==> src/rtl/i2cjs_pkg.sv <==
// Shared types, sizes and codes for the I2C master job sequencer.
// Used by the channel interfaces, the job and tx memories and the top level.
// No dependencies.
package i2cjs_pkg;

  localparam int unsigned QUEUE_DEPTH  = 32;
  localparam int unsigned BUFFER_BYTES = 32;

  localparam int unsigned QPW   = (QUEUE_DEPTH > 1) ? $clog2(QUEUE_DEPTH) : 1;
  localparam int unsigned FILLW = $clog2(QUEUE_DEPTH + 1);
  localparam int unsigned CNTW  = (BUFFER_BYTES > 1) ? $clog2(BUFFER_BYTES + 1) : 1;
  localparam int unsigned TXAW  = $clog2(QUEUE_DEPTH * BUFFER_BYTES);

  typedef enum logic [1:0] {
    OP_LOAD  = 2'd0,
    OP_WRITE = 2'd1,
    OP_READ  = 2'd2,
    OP_EVENT = 2'd3
  } op_e;

  typedef enum logic [2:0] {
    ACT_NONE      = 3'd0,
    ACT_START     = 3'd1,
    ACT_RESTART   = 3'd2,
    ACT_TRANSMIT  = 3'd3,
    ACT_RX_ENABLE = 3'd4,
    ACT_ACK       = 3'd5,
    ACT_NACK      = 3'd6,
    ACT_STOP      = 3'd7
  } action_e;

  typedef enum logic [7:0] {
    PH_ADDRESSING   = 8'b0000_0001,
    PH_ACK_HIGH     = 8'b0000_0010,
    PH_ACK_LOW      = 8'b0000_0100,
    PH_RESTART      = 8'b0000_1000,
    PH_READ_REQUEST = 8'b0001_0000,
    PH_READING      = 8'b0010_0000,
    PH_WRITING      = 8'b0100_0000,
    PH_END          = 8'b1000_0000
  } phase_e;

  typedef struct packed {
    logic [1:0]  operation;
    logic [6:0]  device_address;
    logic        wide_address;
    logic [15:0] register_address;
    logic [5:0]  byte_count;
    logic [7:0]  data_byte;
    logic [4:0]  byte_index;
    logic        start_seen;
    logic        ack_received;
    logic        receive_full;
  } in_t;

  typedef struct packed {
    logic [2:0] bus_action;
    logic [7:0] tx_value;
    logic       rx_valid;
    logic [7:0] rx_byte;
    logic [4:0] rx_position;
    logic       read_done;
    logic       job_dropped;
  } out_t;

  typedef struct packed {
    logic [6:0]      device;
    logic            wide;
    logic [15:0]     register_address;
    logic [CNTW-1:0] count;
    logic            is_read;
  } job_t;

  typedef struct packed {
    logic           en;
    logic [QPW-1:0] addr;
  } job_rd_t;

  typedef struct packed {
    logic           en;
    logic [QPW-1:0] addr;
    job_t           data;
  } job_wr_t;

  typedef struct packed {
    logic            en;
    logic [TXAW-1:0] addr;
  } tx_rd_t;

  typedef struct packed {
    logic            en;
    logic [TXAW-1:0] addr;
    logic [7:0]      data;
  } tx_wr_t;

  function automatic logic [TXAW-1:0] tx_addr(input logic [QPW-1:0] slot,
                                              input logic [TXAW-1:0] pos);
    tx_addr = TXAW'(slot) * TXAW'(BUFFER_BYTES) + pos;
  endfunction

  function automatic logic [QPW-1:0] wrap_next(input logic [QPW-1:0] p);
    wrap_next = (32'(p) == QUEUE_DEPTH - 1) ? '0 : p + QPW'(1);
  endfunction

endpackage

==> src/rtl/i2cjs_job_ram.sv <==
// Job descriptor memory, one entry per queue slot, registered read.
// Depends on i2cjs_pkg.
module i2cjs_job_ram (
  input  logic               clk_i,
  input  i2cjs_pkg::job_rd_t rd_i,
  output i2cjs_pkg::job_t    rd_data_o,
  input  i2cjs_pkg::job_wr_t wr_i
);
  import i2cjs_pkg::*;

  job_t mem [QUEUE_DEPTH];
  job_t rd_data_q;

  always_ff @(posedge clk_i) begin
    if (wr_i.en) begin
      mem[wr_i.addr] <= wr_i.data;
    end
    if (rd_i.en) begin
      rd_data_q <= mem[rd_i.addr];
    end
  end

  assign rd_data_o = rd_data_q;

endmodule

==> config.mk <==
export PLATFORM = sky130hd
export DESIGN_NAME = i2cjs_job_ram
export DESIGN_NICKNAME = d
export VERILOG_FILES = /design/src/rtl/i2cjs_pkg.sv /design/src/rtl/i2cjs_job_ram.sv
export SDC_FILE = /design/constraint.sdc
export NUM_CORES = 1
export LEC_CHECK = 0
export BUFFER_PORTS_ARGS = -buffer_cell sky130_fd_sc_hd__buf_2
export CORE_MARGIN = 2
export CORE_UTILIZATION = 50
export DETAILED_ROUTE_END_ITERATION = 16
export PLACE_DENSITY_LB_ADDON = 0.15
export SLEW_MARGIN = 25
export SYNTH_ARGS = -nofsm -noshare
export SYNTH_HDL_FRONTEND = slang
export SYNTH_SLANG_ARGS = --single-unit
==> constraint.sdc <==
create_clock -name clk_i -period 5.15 [get_ports clk_i]
set_input_delay 1.03 -clock clk_i [delete_from_list [all_inputs] [get_ports clk_i]]
set_output_delay 1.03 -clock clk_i [all_outputs]
set_load 0.03 [all_outputs]
# == Yosys cells after proc, flatten, opt, wreduce, memory -nomap -nowiden ==
# Memories as Yosys holds them, arrays and structs flattened. A register that Yosys moved wholly into a read port is not among the register bits.
# Cells that the tools add are included.
# word_totals
register_bits,0
latchBits,0
mem_bits_rw,992
rom_bits,0
in_bits,44
out_inout_bits,31
wordCells,3
mem_count,1
# op_classes
addsub,0
multipliers,0
div,0
order_cmp,0
n_eq_ne,0
n_shift,0
n_mux,2
n_bitwise,0
reduce_logical,0
# memory_table
name,words,word_bits,read_ports,rd_ports_with_merged_regs,write_ports,line_no,rtl
mem,32,31,1,1,1,i2cjs_job_ram.sv:11,job_t mem [QUEUE_DEPTH];
# ops
cell,n
$mux 1,2

# == Longest topological paths before layout ==
# logic_depth
depth_word,2
mapped_depth,8
depth_no_buf,5

# == Worst setup path before layout ==
# No wires, ideal clock.
# synth_path
path_type,input to register
startpoint,in wr_i[32] in the netlist's numbering
endpoint,mem mem[12][0] in the netlist's numbering (enable)
setup_time_ps,419
arrival_time_ps,3002
required_ps,4731
path_slack_ps,1729
cell_stages,3
n_path_buf,1
path_cell_list,or3b_2 > clkbuf_1 > nor2_1
# synth_rtl
item,line_no,rtl
"start, declared",i2cjs_job_ram.sv:7,input i2cjs_pkg::job_wr_t wr_i
"end, declared",i2cjs_job_ram.sv:11,
# Straight into the memory's write port.

==> results.py <==
metrics = {
    "timing": {
        "fin_worst_skew_ns": 0.0256,
        "period_share_pct": 63.1,
        "maxSlewViolCount": 0,
        "hold_viol_final": 0,
        "period_needed_ns": 3.25,
        "rsz0062_at_grt": "no",
        "fmax_mhz": 308,
        "whs_ns": 0.680,
        "setup_viol": 0,
        "max_slew_margin_pct": 28.5,
        "finalSetupTns_ns": 0,
        "tightest_slew_ns": 1.07,
    },
    "power": {
        "p_leak_nw": 15.7,
        "vdd_drop_max_v": 0.000301,
        "total_power_mw": 17.8,
        "p_per_area_nw_per_um2": 394,
    },
    "floorplanning": {
        "core_area_um2": 78600,
        "start_util_pct": 50.2,
        "die-area_um2": 81200,
        "die_w_um": 285,
        "die_y_um": 285,
        "pin_count": 75,
        "rows": 103,
    },
    "worst_setup_path": {
        "crit_type": "primary input to flip-flop",
        "worstSetupStartpointType": "primary input",
        "worstSetupEndpointType": "flip-flop",
        "cp_max_fo": 66,
        "worstPathArrival_ns": 3.60,
        "crit_required_ns": 5.50,
        "cp-startpoint": "rd_i[0]",
        "r2r-start": "mem[1][22]$_DFFE_PP_",
    },
    "global_route": {
        "grt_overflow_total": 0,
        "grt_pass1_wl_mm": 146,
        "grt_pass1_vias": 20600,
        "track_usage_pct": 24.7,
        "antenna_found_initial": 2,
        "grt_max_degree": 78,
    },
    "logic_synthesis": {
        "avgSynthCellArea_um2": 18.0,
        "synth_edf_count": 1023,
        "ys_types": 23,
        "synth_xor_area_share_pct": 0,
        "synthAdderAreaFrac_pct": 0,
        "yosys-mux-area-fraction_pct": 12.6,
        "synthesis.area_um2": 39500,
        "ys.flop_type": "edfxtp_1",
        "ys.warnings.count": 0,
        "syn_nets": 2236,
        "synthCells": 2192,
        "synth-compound-area-share_pct": 4.81,
        "async_flop_share_pct": 0,
        "seq_area_frac_synth_pct": 77.8,
        "ys_ff_latch": 1023,
        "synth_top_family_by_area": "multiplexers",
        "yosys.area_share.simple_pct": 3.10,
    },
    "outcome": {
        "outcome": "finished, final reports clean",
    },
    "cells_and_area": {
        "drive_gt1_share_pct": 13.8,
        "post-route-util_pct": 57.4,
        "design_area_um2": 45200,
        "layout.nets": 2360,
        "syn_to_final_growth_pct": 14.4,
    },
    "clocking": {
        "clock_path_buffers": 3,
        "insertion_delay_ns": 0.66,
        "post-cts-setup-buffer-count": 0,
        "cts_resized": 0,
        "clock-sinks": 1023,
        "cts_buffers": 105,
        "tritoncts": "done",
        "cts_root_buffer": "clkbuf_16",
        "path_clk_slew_ns": 0.06,
        "cts_max_level": 3,
        "ctsHoldBuffers": 0,
    },
    "drt": {
        "vias_per_cell": 5.96,
        "wl_mm": 100,
        "antenna_left": 0,
        "vias": 20600,
        "routedWlPerCell_um": 29.0,
        "drc": 0,
        "drtIter0Drc": 2051,
        "drt-pass1-iter-count": 5,
    },
    "placed_design": {
        "dpl_cell_area_um2": 41800,
        "port_buffers": 74,
        "hpwl_mm": 59.4,
        "routabilityCongestion": 0.803,
    },
    "worst_hold_path": {
        "hold_path_class": "flip-flop to flip-flop",
        "hold_start": "mem[10][1]$_DFFE_PP_",
    },
    "run": {
        "max-cap-violations": 0,
    },
}
metrics by stage:
stage | worst slack (ns) | std cells
after CTS | 1.84 | 3450
final | 1.90 | 3452
after global placement | 1.23 | 3240
after global routing | 1.82 | 3450
after floorplan | 1.73 | 2192
after detailed placement | 1.18 | 3259
logic make-up after synthesis:
logic type	count (synthesis)
flops	1023
mux	496
simple gates	270
compound gates	279
buf+inv	124
where the power goes:
| group | internal, mW | switching, mW | total (mW) |
|---|---|---|---|
| clock network | 4.38 | 3.11 | 7.49 |
| registers | 9.30 | 0.0479 | 9.34 |
| logic | 0.282 | 0.676 | 0.957 |
final timing paths:
check | to | slack (ns) | depth (start not counted)
worst min register to register | rd_data_o[1]$_DFFE_PP_ | 0.68 | 4
worst max register to register | rd_data_o[22]$_DFFE_PP_ | 3.26 | 5
worst max-delay path | rd_data_o[2]$_DFFE_PP_ | 1.90 | 8
worst min-delay path | rd_data_o[1]$_DFFE_PP_ | 0.68 | 4
state kept, by name, summed over array words and instances (netlist names):
register	cells
mem	992
rd_data_o	31
cell usage in the layout (no fill, tap or decap), types with 12 or more instances in the layout:
master / n
edfxtp_1: 1023
buf_4: 36
nand3_1: 95
clkbuf_16: 107
buf_16: 14
bufinv_16: 12
a31oi_1: 31
clkinv_1: 29
a21oi_1: 93
nor2_4: 33
buf_12: 17
buf_2: 72
a22oi_1: 93
a22o_1: 62
mux2i_1: 496
nand2_1: 94
clkbuf_1: 16
nor3_1: 31
clkinv_2: 20
area by class of cell:
type,instances,area [um2]
Antenna cell,2,5.00
Clock buffer,123,2740
Clock inverter,68,637
Fill cell,5907,33500
Multi-Input combinational cell,1045,8360
Sequential cell,1023,30700
Tap cell,1050,1310
Timing Repair Buffer,141,1390
synth_stat cells, types with 3 or more instances:
| library cell | number | share of area [%] |
|---|---|---|
| a21oi_1 | 93 | 1.2 |
| a22o_1 | 62 | 1.4 |
| a22oi_1 | 93 | 1.8 |
| a31oi_1 | 31 | 0.49 |
| buf_1 | 6 | 0.057 |
| buf_2 | 32 | 0.41 |
| buf_4 | 33 | 0.63 |
| buf_6 | 4 | 0.11 |
| clkbuf_1 | 47 | 0.45 |
| edfxtp_1 | 1023 | 78 |
| mux2i_1 | 496 | 13 |
| nand2_1 | 95 | 0.90 |
| nand3_1 | 95 | 1.2 |
| nand3b_1 | 5 | 0.095 |
| nor2_1 | 34 | 0.32 |
| nor3_1 | 31 | 0.39 |
| or3b_2 | 3 | 0.067 |
layer usage:
layer / global-route usage [%] / vias to the layer above / part of all wire (%)
li1: - / 8997 / -
met1: 35.0 / 10800 / 43
met2: 40.7 / 659 / 49
met3: 3.06 / 149 / 5.2
met4: 6.82 / 2 / 2.5
met5: 0 / - / 0.011
critical path, stage by stage:
cell and delay (ns):
buf_8 0.52, buf_12 0.34, buf_12 0.28, buf_4 0.27, mux2i_1 0.23, a21oi_1 0.09
a31oi_1 0.52, nand3_1 0.23
Power figures use the tool's default switching activity.
